<file path="src/hdl/stmin_pkg.sv">
`timescale 1ns / 1ps

package stmin_pkg;

	localparam int CAPACITY = 1024;
	localparam int IDX_W    = $clog2(CAPACITY);
	localparam int VAL_W    = 32;
	localparam int CNT_W    = IDX_W + 1;
	localparam int NODE_AW  = IDX_W + 1;
	localparam int ST_W     = 2;

	localparam logic [CNT_W-1:0] COUNT_RESET = CNT_W'(CAPACITY);

	localparam logic FUNC_UPDATE = 1'b0;
	localparam logic FUNC_QUERY  = 1'b1;

	localparam logic [ST_W-1:0] ST_OK    = 2'd0;
	localparam logic [ST_W-1:0] ST_EMPTY = 2'd1;
	localparam logic [ST_W-1:0] ST_RANGE = 2'd2;

	// One tree node: the minimum over its span and the leftmost index holding it.
	typedef struct packed {
		logic signed [VAL_W-1:0] value;
		logic        [IDX_W-1:0] index;
	} node_t;

	typedef struct packed {
		logic                    func;
		logic        [IDX_W-1:0] point_index;
		logic signed [VAL_W-1:0] write_value;
		logic        [IDX_W-1:0] range_low;
		logic        [IDX_W-1:0] range_high;
	} item_t;

	typedef struct packed {
		logic        [IDX_W-1:0] min_index;
		logic signed [VAL_W-1:0] min_value;
		logic        [ST_W-1:0]  status;
	} result_t;

	// Smaller value wins, equal values go to the lower index.
	function automatic node_t pick_min(input node_t a, input node_t b);
		if ((a.value < b.value) || ((a.value == b.value) && (a.index <= b.index)))
			return a;
		return b;
	endfunction

endpackage

</file>
<file path="src/hdl/stmin_apb.sv">
`timescale 1ns / 1ps

module stmin_apb import stmin_pkg::*; (
	input  logic             clk,
	input  logic             arst_n,
	input  logic             psel,
	input  logic             penable,
	input  logic             pwrite,
	input  logic [2:0]       paddr,
	input  logic [31:0]      pwdata,
	output logic [31:0]      prdata,
	output logic             pready,
	output logic [CNT_W-1:0] element_count
);

	localparam logic REG_ELEMENT_COUNT = 1'b0;

	logic [CNT_W-1:0] element_count_q;
	logic             wr_en;

	assign wr_en  = psel && penable && pwrite && (paddr[2] == REG_ELEMENT_COUNT);
	assign pready = 1'b1;

	always_ff @(posedge clk or negedge arst_n) begin
		if (!arst_n) begin
			element_count_q <= COUNT_RESET;
		end else if (wr_en) begin
			element_count_q <= pwdata[CNT_W-1:0];
		end
	end

	always_comb begin
		prdata = '0;
		if (paddr[2] == REG_ELEMENT_COUNT)
			prdata = 32'(element_count_q);
	end

	assign element_count = element_count_q;

endmodule

</file>
<file path="config.mk">
export PLATFORM = sky130hd
export DESIGN_NAME = stmin_apb
export DESIGN_NICKNAME = d
export VERILOG_FILES = /design/src/hdl/stmin_pkg.sv /design/src/hdl/stmin_apb.sv
export SDC_FILE = /design/constraint.sdc
export NUM_CORES = 1
export LEC_CHECK = 0
export ABC_AREA = 1
export BUFFER_PORTS_ARGS = -buffer_cell sky130_fd_sc_hd__buf_2
export CAP_MARGIN = 20
export CORE_MARGIN = 10
export CORE_UTILIZATION = 35
export DETAILED_ROUTE_END_ITERATION = 10
export PLACE_DENSITY = 0.9
export SKIP_LAST_GASP = 1
export SLEW_MARGIN = 20
export SYNTH_ARGS = -nofsm -noshare
export SYNTH_HDL_FRONTEND = slang
export SYNTH_SLANG_ARGS = --single-unit
</file>
<file path="constraint.sdc">
create_clock -name clk -period 1.05 [get_ports clk]
set_input_delay 0.0525 -clock clk [delete_from_list [all_inputs] [get_ports clk]]
set_output_delay 0.0525 -clock clk [all_outputs]
set_load 0.03 [all_outputs]
</file>
==> out/results.tsv, run 1 <==
metric	value	unit
startpoint_type	flop	
finClkSkew	0	ps
synthToLayoutAreaGrowth	33.9	%
total_power	1.65	mW
synth_edf_count	0	
grt_pass1_wl	3.08	mm
crit_path_start	element_count[10]	
root_buffer	clkbuf_4	
clk_pin_slew_worst_paths	70	ps
drc	0	
fin_nets	185	
period_needed	1150	ps
cts-buffers-inserted	3	
status	finished with violations	
synthTopCellsByArea	dfrtp_1, buf_4, nand2_1	
timing.hold.ws	18.8	ps
grt_start_max_net_pins	13	
antenna_found_initial	0	
globalRouteOverflowTotal	0	
synth.avg_cell_area	7.27	sq um
drv_slew	0	
routed_via_density	3.76	
cts_tree	done	
use_met2	0.155	
met3_usage	0.0678	
hold_class	input port to flop	
die_h	65.3	um
yosysUniqueCellTypes	11	
synth.most_common_cell	nand2_1	
final_core_util	0.491	
wl	2.05	mm
synthFlopType	dfrtp_1	
clock_latency	260	ps
leakagePower	0.608	nW
initial_core_util	0.367	
drt-pass1-iter-count	4	
synthTopCellsByCount	nand2_1, buf_4, inv_1	
cts_htree_levels	1	
synth-async-reset-ratio	1.00	
yosysTopAreaCell	dfrtp_1	
vias	643	
worst_setup_path_end_kind	output port	
rsz0062_at_grt	true	
grt_use_met1	0.0786	
dieArea	4270	sq um
drive_above_1_share	0.361	
dp_cells	160	
worstPathArrival	1100	ps
worstRegToRegCells	3	
port_buffers	38	
finalCritPeriodShare	1.10	
power_density	1710	nW/um^2
busiest_layer	met2	
worstPathMaxFanout	3	
max_freq	0.868	GHz
hpwl	1.61	mm
fin_cells	171	
grt_pass1_vias	691	
largest_register_ffs	11	
die_w	65.3	um
num_io_pins	84	
rows	16	
nFillCells	221	
finalSetupViolCount	2	
ir_drop	0.946	mV
fin_setup_tns	-166	ps
setup_slack	-101	ps
dr.first_iter.drc_count	18	
synth_seq_cells	11	
n_antenna_cell	0	
cts_buffer_depth	2	
synth_top_cell_area_share	0.348	
ys_seq_area_frac	0.384	
wire_per_inst	12.0	um
grtUsageTotal	0.0898	
critical_path_class	flop to output port	
drv_cap	0	
netlist_instances	99	
multi_input_area	283	sq um
gp_congestion	0.727	
hold_viol_final	0	
syn-cell-area	719	sq um
violations	negative setup slack	
clock_sinks	11	
min_from	pwdata[3]	
regToRegStartpoint	element_count[0]	
required	1000	ps
core	1960	sq um
antenna_left	0	
synth_warnings	0	
min_delay_path_depth	3	
seq_area	277	sq um
[metal layers]
layer	wire length (um)	vias up	share of wire
li1	-	339	-
met1	709	267	0.35
met2	1060	35	0.51
met3	280	2	0.14
met4	7	0	0.0034
met5	0	-	0
[cells by family (layout without fill, tap and decap cells)]
| group | count (synthesis) | count (layout) | synth area share |
|---|---|---|---|
| simple gates | 47 | 47 | 0.268 |
| buf+inv | 39 | 64 | 0.337 |
| flops | 11 | 11 | 0.384 |
| other cells | 2 | 22 | 0.0104 |
[cells in the final DEF (no fill, tap or decap), drive strengths merged]
cell	synthesis	final
dlygate4sd3	0	2
nand2	24	24
conb	2	22
buf	26	44
nor2	12	12
nand3	11	11
clkbuf	0	5
dfstp	1	1
inv	13	13
dfrtp	10	10
[through the flow]
| step | setup slack [ps] | instance area, sq um |
|---|---|---|
| floorplan | 15.7 | 797 |
| global placement | 145 | 842 |
| detailed placement | 118 | 842 |
| CTS | -105 | 895 |
| global route | -164 | 963 |
| finish | -101 | 963 |
[final timing paths]
check / to / slack (ps)
max: prdata[10] / -100
min: element_count[3] / 20
max reg2reg: element_count[0] / 310
min reg2reg: element_count[10] / 480
max in group asynchronous: element_count[10] / 590
min in group asynchronous: element_count[3] / 200
[final cells by class]
cell class / instances / share of cell area
Timing Repair Buffer: 47 / 0.306
Tap cell: 27 / 0.0351
Sequential cell: 11 / 0.287
Clock buffer: 4 / 0.0273
Inverter: 13 / 0.0506
Multi-Input combinational cell: 69 / 0.294
[where the power goes]
| group | switching [mW] | leakage [nW] | total (mW) | internal, mW |
|---|---|---|---|---|
| registers | 0.0580 | 0.136 | 0.567 | 0.509 |
| logic | 0.550 | 0.457 | 0.796 | 0.246 |
| clock network | 0.137 | 0.0150 | 0.283 | 0.147 |
[timing repair]
action / CTS / global route
hold buffers: 2 / 0
pin swaps: 0 / 1
setup endpoints to repair: 2 / 10
hold endpoints to repair: 12 / 0
setup buffers: 0 / 5
gates resized for setup: 2 / 20
[worst max-delay path, cell delays in order, from the launching register on]
cell	delay, ps
dfstp_2	560
inv_2	50
nor2_4	100
buf_6	130
Power figures use the tool's default switching activity.
==> run 2: changes to the inputs <==
Settings changed: CORE_UTILIZATION 35 to 33, PLACE_DENSITY 0.9 to 0.86.
Clock period 1.05 ns to 1.15 ns, I/O delays scaled along.
==> run 2 against run 1 <==
Compared with the run above: the run now ends clean; clock skew is the same; worst hold slack lost 7.1 ps; cell area shrank 9.0%; largest cell class is now multi-input gates; highest routed layer is now met3.
==> out/results.tsv, run 2 (synthesis gave the netlist of run 1 again) <==
metric	value	unit
grt_pass1_vias	667	
leakagePower	0.571	nW
critical_path_class	flop to output port	
die_h	66.7	um
startpoint_type	flop	
grt_start_max_net_pins	13	
antenna_found_initial	0	
die_w	66.7	um
clk_pin_slew_worst_paths	60	ps
initial_core_util	0.356	
worstPathArrival	1070	ps
power_density	1600	nW/um^2
dr.first_iter.drc_count	18	
port_buffers	38	
place_ws	52.3	ps
core	2020	sq um
hpwl	1.64	mm
worst_setup_path_end_kind	output port	
final_cell_mix	buf_2, nand2_1, conb_1	
drc	0	
cts_htree_levels	1	
hold_viol_final	0	
rsz0062_at_grt	true	
root_buffer	clkbuf_4	
status	complete, no violations	
num_io_pins	84	
cts_tree	done	
antenna_left	0	
period_needed	1130	ps
dp_cells	159	
dieArea	4450	sq um
clock_sinks	11	
vias	634	
finClkSkew	0	ps
rows	16	
cts-buffers-inserted	3	
wl	1.88	mm
drive_above_1_share	0.336	
drv_slew	0	
post_cts_buffers	0	
final_cell_area	877	sq um
grt_pass1_wl	3.02	mm
fin_nets	178	
synthToLayoutAreaGrowth	21.9	%
multi_input_area	278	sq um
drv_cap	0	
clock_latency	250	ps
max_freq	0.884	GHz
final_common_cell	buf_2	
globalRouteOverflowTotal	0	
drt-pass1-iter-count	4	
wire_per_inst	11.4	um
ir_drop	0.612	mV
required	1090	ps
worstPathMaxFanout	3	
hold_class	input port to flop	
timing.hold.ws	11.7	ps
largest_register_ffs	11	
place_area	832	sq um
nFillCells	243	
fin_cells	164	
gp_congestion	0.721	
n_antenna_cell	0	
grtUsageTotal	0.0845	
finalCritPeriodShare	0.984	
finalSetupViolCount	0	
setup_slack	18.3	ps
routed_via_density	3.87	
cts_buffer_depth	2	
seq_area	277	sq um
## run 2: changes by cell type in the layout (fill, tap and decap cells not counted), sizes merged
cell         before  now
buf              44   39
clkbuf            5    4
dlygate4sd3       2    1
## run 2: path summary, 6_finish.rpt
kind	slack, ps	cells past startpoint	to	from
min in group asynchronous	200	2	element_count[2]	arst_n
setup reg to reg	430	2	element_count[10]	element_count[10]
max in group asynchronous	690	2	element_count[10]	arst_n
hold / removal	10	3	element_count[10]	pwdata[10]
hold reg to reg	470	2	element_count[10]	element_count[10]
setup / recovery	20	3	prdata[10]	element_count[10]
## run 2: stage by stage
step                      TNS, ps  power (mW)   util
final                           0        1.40  0.434
after global routing        -50.0        1.52  0.434
after CTS                  -0.177        1.42  0.431
after detailed placement        0        1.16  0.412
after global placement          0        1.14  0.412
after floorplan                 0        1.03      -
## run 2: area by class of cell
| class | instances | area share |
|---|---|---|
| multi-input cells | 69 | 0.317 |
| inverters | 13 | 0.0556 |
| repair buffers | 40 | 0.244 |
| flip-flops and latches | 11 | 0.315 |
| clock buffers | 4 | 0.0300 |
| well taps | 27 | 0.0385 |
## run 2: worst max-delay path, stage by stage, from the launching register on
cell and delay, ps:
dfstp_2 540, inv_2 30, nor2_2 100, buf_6 140
## run 2: power breakdown
group	leakage, nW	switching [mW]	internal (mW)
clock	0.0150	0.114	0.134
combinational	0.420	0.482	0.155
sequential	0.136	0.0511	0.465
## run 2: timing repair
item	4_1_cts	5_1_grt
hold buffers	1	0
endpoints found under the hold margin	11	0
gates resized for setup	1	3
endpoints found under the setup margin	1	1
pin swaps	0	1
## run 2: layer usage
metal | vias up | share of wire | routed length [um] | track usage
met4 | 0 | 0 | 0 | 0.0157
met2 | 36 | 0.50 | 937 | 0.154
met5 | - | 0 | 0 | 0
met1 | 276 | 0.32 | 596 | 0.0798
met3 | 0 | 0.18 | 341 | 0.0502
li1 | 322 | - | - | -
